### config.mk
export PLATFORM = sky130hd
export DESIGN_NAME = tds_multiplier
export DESIGN_NICKNAME = d
export VERILOG_FILES = /design/src/tds_pkg.sv /design/src/tds_multiplier.sv
export SDC_FILE = /design/constraint.sdc
export NUM_CORES = 2
export LEC_CHECK = 0
export BUFFER_PORTS_ARGS = -buffer_cell sky130_fd_sc_hd__buf_2
export CAP_MARGIN = 20
export CORE_AREA = 2 2 345 415
export CTS_CLUSTER_DIAMETER = 30
export DETAILED_ROUTE_END_ITERATION = 7
export DIE_AREA = 0 0 347 417
export GPL_TIMING_DRIVEN = 0
export PLACE_DENSITY = 0.47
export SLEW_MARGIN = 40
export SYNTH_ARGS = -nofsm -noshare
export SYNTH_HDL_FRONTEND = slang
export SYNTH_SLANG_ARGS = --single-unit
export TNS_END_PERCENT = 5
### constraint.sdc
create_clock -name clk_i -period 18.5 [get_ports clk_i]
set_input_delay 0.925 -clock clk_i [delete_from_list [all_inputs] [get_ports clk_i]]
set_output_delay 0.925 -clock clk_i [all_outputs]
set_load 0.03 [all_outputs]
### src/tds_pkg.sv
package tds_pkg;

  localparam int WBITS         = 28;
  localparam int FRAC_BITS     = 16;
  localparam int MAX_SEQUENCES = 1024;

  localparam int DVD_W = 80;
  localparam int DSR_W = 36;
  localparam int QUO_W = 64;
  localparam int LEN_W = 7;
  localparam int MUL_W = 34;
  localparam int PRD_W = 64;

  localparam logic [LEN_W-1:0] LEN_RECIP    = 7'd29;
  localparam logic [LEN_W-1:0] LEN_MID      = 7'd40;
  localparam logic [LEN_W-1:0] LEN_B2       = 7'd50;
  localparam logic [LEN_W-1:0] LEN_WIDE     = 7'd60;
  localparam logic [LEN_W-1:0] LEN_THETA    = 7'd73;
  localparam logic [LEN_W-1:0] LEN_FIN_BASE = 7'd48;

  localparam logic [1:0] ST_OK      = 2'd0;
  localparam logic [1:0] ST_INVALID = 2'd1;
  localparam logic [1:0] ST_SAT     = 2'd2;

  typedef struct packed {
    logic             start;
    logic [LEN_W-1:0] len;
  } div_req_t;

  typedef struct packed {
    logic busy;
    logic done;
    logic ovf;
  } div_stat_t;

endpackage

### src/tds_multiplier.sv
module tds_multiplier (
  input  logic                              clk_i,
  input  logic                              en_i,
  input  logic signed [tds_pkg::MUL_W-1:0]  a_i,
  input  logic signed [tds_pkg::MUL_W-1:0]  b_i,
  output logic signed [tds_pkg::PRD_W-1:0]  prod_o
);

  localparam int FW = 2 * tds_pkg::MUL_W;

  logic signed [FW-1:0]              full;
  logic signed [tds_pkg::PRD_W-1:0]  prod_q;

  assign full = FW'(a_i) * FW'(b_i);

  always_ff @(posedge clk_i) begin
    if (en_i) begin
      prod_q <= full[tds_pkg::PRD_W-1:0];
    end
  end

  assign prod_o = prod_q;

endmodule

==> results.md <==
* Antenna violations before repair at 32
* Number of standard cells after synthesis at 4409
* First-pass GRT wire length at 246000 um
* Largest area contributor in the netlist: fa_1
* Count of input and output buffers at 124
* Clock slew seen by the registers of the worst setup and hold paths at 0.06 ns
* Cell with the most instances after synthesis: fa_1
* Worst Max-Slew Pin Slew at 0.965 ns
* Weighted congestion at the end of routability-driven global placement at 0.985
* Post-synthesis average cell area at 9.53 um2
* Sum of routed wire length over all layers at 172000 um
* Clock Sink Count at 64
* WS Path Type: in -> reg
* Distinct cell type count after synthesis at 54
* Number of search-and-repair iterations in the first detailed-routing pass at 6
* Worst path setup slack after routing at 8.56 ns
* Highest attainable clock frequency at 101 MHz
* Largest net degree at the start of global routing at 48
* Result of the run: complete, no violations
* Synth top area share at 56.8%
* Fraction of final layout cells with drive strength greater than 1 at 5.84%
* Area of the mapped netlist at 0.0420 mm2
* Post CTS Setup Buffer Count at 0
* EDFF count, synth at 64
* Iteration-0 DRC Markers at 2327
* Ys async rst share at 0%
* Sum of overflow across all layers after global routing at 0
* Vias per cell at 4.88
* Slew Viols, Final at 0
* CTS max path bufs at 2
* # rows at 151
* Number of hold-repair buffers added at the cts stage at 0
* Synth-to-Final Area Change at 8.14%
* Max-capacitance violation count at 0
* Type of the tightest min-delay check: in -> reg
* Portion of the clock cycle consumed by the worst path in the final layout at 53.7%
* Detail Route Antenna Nets at 0
* Min cycle time layout at 9.94 ns
* Post-Syn Nets at 5870
* Critical Path Source Type: primary input
* Overall fraction of global-route tracks in use at 24.2%
* H-tree Lvls at 3
* Library cell contributing the largest single delay on the critical path: clkbuf_1
* Vias after detailed routing at 31208
* Number of hold violations in the final report at 0
* Worst slew margin relative to its limit at 35.7%
* DP Worst Slack at 8.16 ns
* Total CTS buffers at 9
* Via count of the first global-routing pass at 34081
* Critical Path Max Stage Delay at 0.63 ns
* Final sum of negative setup slack at 0 ns
* Beginning of the critical path: b_i[4]
* Dominant synthesized flop cell: edfxtp_1
* CP endpoint kind: register
* Largest register FFs at 64
* Post-route DRC violation count at 0
* Worst endpoint data arrival time at 10.11 ns
* Die Wd at 347 um
* Number of placed I/O pins at 134
* Fill count at 14918
* Biggest fanout along the worst timing path at 10
* CP most frequent cell: fa_1
* Detailed-placement wirelength estimate at 147000 um
* Critical Path End: prod_o[51]
* Library cell used as clock root buffer: clkbuf_16
* Placeable core region at 0.141 mm2
* Number of setup violations in the final report at 0
* Total number of nets in the final design at 6009
* Leading post-synthesis cells by instance count: fa_1, inv_1, and2_1
* Initial core utilization at 29.8%
* Worst hold stages at 1
* RSZ-0062 raised after global routing: false
* Top area cells in the synthesized netlist: fa_1, inv_1, and2_1
* Drt wl/cell at 26.9 um
* Number of warnings reported in the yosys synthesis log at 0
* Flip-flop and latch count after synthesis at 64
* CTS tree: done
* Number of gates resized after CTS at 0
* Die Span Y at 417 um
* Share of synthesized area occupied by flip-flops and latches at 4.58%
* Total Die Area at 0.145 mm2
* Critical path data required time at 18.67 ns
metal layers:
layer | up-vias | track usage (%) | part of all wire, % | wire, um
met5 | - | 0 | 0.037 | 63
met4 | 10 | 15.0 | 8.0 | 13700
met3 | 401 | 3.13 | 6.8 | 11600
met2 | 1382 | 40.9 | 49 | 83700
met1 | 16616 | 29.4 | 37 | 62900
li1 | 12799 | - | - | -
placed cells by master, fill, tap and decap left out, types with 58 or more instances in the layout:
cell | Yosys | routed
nand2_1 | 573 | 573
inv_1 | 1151 | 1150
ha_1 | 199 | 198
clkbuf_2 | 1 | 103
buf_2 | 4 | 128
xnor2_1 | 58 | 58
clkbuf_1 | 219 | 117
and2_1 | 596 | 596
edfxtp_1 | 64 | 64
a21oi_1 | 69 | 69
fa_1 | 1192 | 1191
how the worst min path moves through the flow:
stage                endpoint  slack (ns)       from
global route        prod_o[5]        0.88       en_i
finish              prod_o[5]        0.90       en_i
CTS                 prod_o[5]        0.87       en_i
detailed placement  prod_o[5]        1.27       en_i
floorplan           prod_o[0]        1.04       en_i
global placement    prod_o[1]        1.40  prod_o[1]
worst max-delay path: cells and delay by family:
| kind | cells | cell delay, ns |
|---|---|---|
| xor gates and xnor gates | 1 | 0.27 |
| and+or+nand+nor | 5 | 1.35 |
| AOI/OAI and AO/OA | 3 | 1.13 |
| adders and majority gates | 9 | 4.50 |
| buffers and inverters | 8 | 1.91 |
layout make-up:
| cell class | count | area, um2 | share of cell area [%] |
|---|---|---|---|
| multi-input combinational | 2968 | 34900 | 76.9 |
| inverter | 1151 | 4320 | 9.51 |
| tap | 1836 | 2300 | 5.06 |
| sequential | 64 | 1920 | 4.23 |
| buffer | 226 | 983 | 2.17 |
| timing repair buffer | 128 | 677 | 1.49 |
| clock buffer | 9 | 225 | 0.496 |
| clock inverter | 5 | 50.0 | 0.110 |
| antenna | 12 | 30.0 | 0.0661 |
logic make-up (layout without fill, tap and decap cells):
group / after synthesis / count (layout) / share of synthesized area (%)
AOI/OAI and AO/OA: 192 / 192 / 3.02
xor gates and xnor gates: 86 / 86 / 1.79
buffers and inverters: 1377 / 1519 / 12.3
other: 0 / 12 / 0
and+or+nand+nor: 1299 / 1299 / 15.6
adders and majority gates: 1391 / 1391 / 62.7
DFF: 64 / 64 / 4.58
metrics by stage:
| step | cells | util (%) | area [um2] | hold slack (ns) |
|---|---|---|---|---|
| floorplan | 4409 | - | 42000 | 1.04 |
| global placement | 6369 | 31.9 | 44900 | 1.40 |
| detailed placement | 6373 | 32.0 | 45100 | 1.27 |
| CTS | 6387 | 32.2 | 45400 | 0.875 |
| global route | 6387 | 32.3 | 45400 | 0.881 |
| finish | 6399 | 32.3 | 45400 | 0.904 |
Power is not shown: default switching activity piles up to over one toggle a cycle in this logic, so the estimate is an artifact.
