**config.mk**
```make
export PLATFORM = sky130hd
export DESIGN_NAME = tds_divider
export DESIGN_NICKNAME = d
export VERILOG_FILES = /design/src/tds_pkg.sv /design/src/tds_divider.sv
export SDC_FILE = /design/constraint.sdc
export NUM_CORES = 1
export LEC_CHECK = 0
export BUFFER_PORTS_ARGS = -buffer_cell sky130_fd_sc_hd__buf_2
export CORE_MARGIN = 1.5
export CORE_UTILIZATION = 39
export DETAILED_ROUTE_END_ITERATION = 10
export PLACE_DENSITY_LB_ADDON = 0.25
export SLEW_MARGIN = 20
export SYNTH_ARGS = -nofsm -noshare
export SYNTH_HDL_FRONTEND = slang
export SYNTH_SLANG_ARGS = --single-unit
```
**constraint.sdc**
```tcl
create_clock -name clk_i -period 3.6 [get_ports clk_i]
set_input_delay 0.36 -clock clk_i [delete_from_list [all_inputs] [get_ports clk_i]]
set_output_delay 0.36 -clock clk_i [all_outputs]
set_load 0.1 [all_outputs]
```
**src/tds_pkg.sv**
```systemverilog
package tds_pkg;

  localparam int WBITS         = 28;
  localparam int FRAC_BITS     = 16;
  localparam int MAX_SEQUENCES = 1024;

  localparam int DVD_W = 80;
  localparam int DSR_W = 36;
  localparam int QUO_W = 64;
  localparam int LEN_W = 7;
  localparam int MUL_W = 34;
  localparam int PRD_W = 64;

  localparam logic [LEN_W-1:0] LEN_RECIP    = 7'd29;
  localparam logic [LEN_W-1:0] LEN_MID      = 7'd40;
  localparam logic [LEN_W-1:0] LEN_B2       = 7'd50;
  localparam logic [LEN_W-1:0] LEN_WIDE     = 7'd60;
  localparam logic [LEN_W-1:0] LEN_THETA    = 7'd73;
  localparam logic [LEN_W-1:0] LEN_FIN_BASE = 7'd48;

  localparam logic [1:0] ST_OK      = 2'd0;
  localparam logic [1:0] ST_INVALID = 2'd1;
  localparam logic [1:0] ST_SAT     = 2'd2;

  typedef struct packed {
    logic             start;
    logic [LEN_W-1:0] len;
  } div_req_t;

  typedef struct packed {
    logic busy;
    logic done;
    logic ovf;
  } div_stat_t;

endpackage

```
**src/tds_divider.sv**
```systemverilog
module tds_divider (
  input  logic                         clk_i,
  input  logic                         rst_ni,
  input  tds_pkg::div_req_t            req_i,
  input  logic [tds_pkg::DVD_W-1:0]    dividend_i,
  input  logic [tds_pkg::DSR_W-1:0]    divisor_i,
  output logic [tds_pkg::QUO_W-1:0]    quot_o,
  output tds_pkg::div_stat_t           stat_o
);

  localparam int DW = tds_pkg::DVD_W;
  localparam int SW = tds_pkg::DSR_W;
  localparam int QW = tds_pkg::QUO_W;
  localparam int LW = tds_pkg::LEN_W;

  logic          active_q;
  logic          done_q;
  logic [LW-1:0] cnt_q;
  logic [DW-1:0] dvd_q;
  logic [SW-1:0] rem_q;
  logic [SW-1:0] dsr_q;
  logic [QW-1:0] quot_q;
  logic          ovf_q;

  logic [SW:0]   trial;
  logic          ge;
  logic [SW:0]   diff;

  assign trial = {rem_q, dvd_q[DW-1]};
  assign ge    = trial >= {1'b0, dsr_q};
  assign diff  = trial - {1'b0, dsr_q};

  always_ff @(posedge clk_i or negedge rst_ni) begin
    if (!rst_ni) begin
      active_q <= 1'b0;
      done_q   <= 1'b0;
    end else begin
      done_q <= 1'b0;
      if (req_i.start) begin
        active_q <= 1'b1;
      end else if (active_q && cnt_q == LW'(1)) begin
        active_q <= 1'b0;
        done_q   <= 1'b1;
      end
    end
  end

  always_ff @(posedge clk_i) begin
    if (req_i.start) begin
      dvd_q  <= dividend_i << (LW'(DW) - req_i.len);
      cnt_q  <= req_i.len;
      rem_q  <= '0;
      dsr_q  <= divisor_i;
      quot_q <= '0;
      ovf_q  <= 1'b0;
    end else if (active_q) begin
      dvd_q  <= {dvd_q[DW-2:0], 1'b0};
      cnt_q  <= cnt_q - LW'(1);
      rem_q  <= ge ? diff[SW-1:0] : trial[SW-1:0];
      quot_q <= {quot_q[QW-2:0], ge};
      ovf_q  <= ovf_q | quot_q[QW-1];
    end
  end

  assign quot_o      = quot_q;
  assign stat_o.busy = active_q;
  assign stat_o.done = done_q;
  assign stat_o.ovf  = ovf_q;

endmodule

```
==> results.json <==
{
  "setup_tns_ps": 0,
  "synth.area.top_cells": "edfxtp_1 (23%), dfxtp_1 (13%), mux4_2 (9.0%)",
  "synth_common_cells": "nor2_1 (234), nand2_1 (193), a21oi_1 (145)",
  "hold_path.class": "in -> reg",
  "hpwl_um": 33700,
  "synth_cells": 1791,
  "whs_endpoint": "dsr_q[1]",
  "min_from": "divisor_i[1]",
  "timing.rr.end": "rem_q[12]",
  "layout-drive-gt1-share_pct": 20.6,
  "port_buffers": 192,
  "critPathMaxFanout": 34,
  "avgRoutedWirePerCell_um": 17.8,
  "synth_top_area_cell": "edfxtp_1",
  "antenna_left": 0,
  "synth_nets": 1957,
  "die_width_um": 206,
  "place_congestion": 0.940,
  "crit_buf_inv": 2,
  "clockBufferDepth": 3,
  "synth.most_common_cell": "nor2_1",
  "yosys_warnings": 0,
  "async_flop_share_pct": 0.885,
  "rsz0062_at_grt": "false",
  "ys_seq_area_share_pct": 35.8,
  "vias_per_cell": 5.52,
  "first_pass_iters": 7,
  "cts.sinks": 226,
  "drt-total-wl_um": 44900,
  "powerDensity_nw_per_um2": 545,
  "critPathSlowestCell": "o21a_4",
  "end_kind": "register",
  "r2r_start": "dsr_q[16]",
  "first_global_vias": 13100,
  "synth-seq-cells": 226,
  "core_um2": 40700,
  "reg2reg_setup_slack_ps": 480,
  "critPathKind": "reg -> reg",
  "ios": 193,
  "die-area_um2": 42500,
  "setup_ws_ps": 479,
  "slew_viol_final": 0,
  "p_total_w": 0.0103,
  "crit_family": "compound AO/OA/AOI/OAI gates",
  "peakVddDrop_v": 0.000271,
  "arrival_ps": 3520,
  "start_kind": "register",
  "grt_pass1_wl_um": 71000,
  "worst_ep_required_time_ps": 4000,
  "clk_latency_ps": 540,
  "synth_edf_count": 123,
  "status": "completed",
  "holdPathStages": 1,
  "synth_top_area_share_pct": 22.9,
  "synth_cell_types": 83,
  "cts_buffers": 26,
  "htree_num_levels": 1,
  "synth_top_flop_cell": "edfxtp_1",
  "final-hold-violation-count": 0,
  "row_count": 74,
  "dr_total_vias": 13900,
  "cts-root-buf": "clkbuf_16",
  "min_period_over_period_pct": 86.7,
  "synthesis.area_um2": 16100,
  "maxCapViolCount": 0,
  "dr.first_iter.drc_count": 1072,
  "fmax_mhz": 320,
  "cts_tree": "built",
  "antenna_found_initial": 0,
  "fin_area_um2": 18900,
  "grt_max_degree": 97,
  "place_area_um2": 17600,
  "p_leak_nw": 8.37,
  "syn2layout_area_growth_pct": 17.1,
  "grt_usage_pct": 20.8,
  "die_h_um": 206,
  "avgSynthCellArea_um2": 8.99,
  "fin_nets": 2133,
  "initial_core_util_pct": 39.5,
  "post-route-min-period_ps": 3120,
  "path_cells": "inv_1, ha_1, a21oi_1, o21ai_0, nor3_1, nand3_1, a31oi_4, o21a_4, buf_4, mux2i_1, a211oi_1",
  "path_clk_slew_ps": 60,
  "slowest_delay_ps": 460,
  "grt.overflow.total": 0,
  "max-slew-margin-rel_pct": 29.0,
  "dpl_worst_slack_ps": 149,
  "drc": 0,
  "r2r_cells": 11,
  "worst_pin_slew_ps": 1070,
  "fin_skew_ps": 16.5,
  "setup_viol": 0,
  "diodes": 0
}
==> through the flow <==
stage / hold slack, ps / utilization [%] / cells
after floorplan: 64.4 / - / 1791
after global placement: 164 / 43.3 / 2435
after detailed placement: 165 / 43.3 / 2435
after CTS: 15.2 / 46.2 / 2519
after global routing: 20.0 / 46.3 / 2519
final: 52.7 / 46.3 / 2519
==> how the worst max path moves through the flow <==
stage	start	to	cells after the start
floorplan	active_q	cnt_q[0]	4
global placement	req_i[1]	dvd_q[74]	13
detailed placement	req_i[1]	dvd_q[74]	13
CTS	dsr_q[4]	rem_q[12]	11
global route	dsr_q[14]	rem_q[13]	11
finish	dsr_q[16]	rem_q[12]	11
==> power breakdown <==
part | internal, W | switching (W) | total [W]
Combinational | 0.00179 | 0.00259 | 0.00438
Clock | 0.00145 | 0.00109 | 0.00255
Sequential | 0.00313 | 0.000221 | 0.00335
==> metal layers <==
| layer | routed length (um) | part of all wire [%] | track usage, % |
|---|---|---|---|
| met5 | 0 | 0 | 0 |
| met4 | 1270 | 2.8 | 6.06 |
| met3 | 2140 | 4.8 | 2.96 |
| met2 | 22000 | 49 | 36.1 |
| met1 | 19500 | 43 | 26.8 |
==> repair_timing <==
item / in CTS / in global routing
buffers inserted: 0 / 0
gates resized for setup: 0 / 0
hold buffers: 36 / 0
endpoints found under the hold margin: 37 / 0
==> cell usage in the layout (no fill, tap or decap), types with 7 or more instances in the layout <==
master           n
ha_1            38
inv_1          113
xnor2_1         20
mux2_2           7
dfxtp_1        101
edfxtp_1       123
nand3_1         26
nand2b_1        21
nor2_1         234
nor2b_1         16
nor3_1          15
buf_4           56
a31oi_1         19
o21ai_1          9
and3_1           7
o22ai_1         54
xor2_1          17
nand4_1          7
a211oi_1        52
mux4_2          64
a21o_1          17
a21oi_1        145
clkbuf_16       28
dlygate4sd3_1   36
mux2i_1        139
and2_1           9
buf_12           7
o21ai_0         82
buf_2          190
nand2_1        193
o211ai_1        22
==> layout make-up <==
class	instances	area [um2]
clock buffers	35	741
clock inverters	13	88.8
fillers	3974	21900
inverters	115	433
multi-input cells	1308	9280
flip-flops and latches	226	5770
well taps	532	666
repair buffers	290	1890
==> worst reg2reg max path: stages, from the launching register on <==
cell and delay, ps:
edfxtp_1 370, inv_1 80, ha_1 310, a21oi_1 220, o21ai_0 130, nor3_1 290, nand3_1 240, a31oi_4 280
o21a_4 470, buf_4 300, mux2i_1 200, a211oi_1 80
==> registers in the layout, summed over array words and instances, names as in the netlist <==
register	count
cnt_q	7
dvd_q	80
rem_q	36
done_q	1
ovf_q	1
dsr_q	36
quot_o	64
active_q	1
==> cell families (layout without fill, tap and decap cells) <==
logic type | Yosys count | after routing | share of synthesized area [%]
adders and majority gates | 40 | 40 | 3.16
AOI/OAI and AO/OA | 464 | 464 | 18.4
buffers and inverters | 257 | 453 | 7.31
DFF | 226 | 226 | 35.8
muxes | 211 | 211 | 18.2
xor gates and xnor gates | 45 | 45 | 2.59
and+or+nand+nor | 548 | 548 | 14.6
Note: power is estimated with default switching activity, not from simulation.
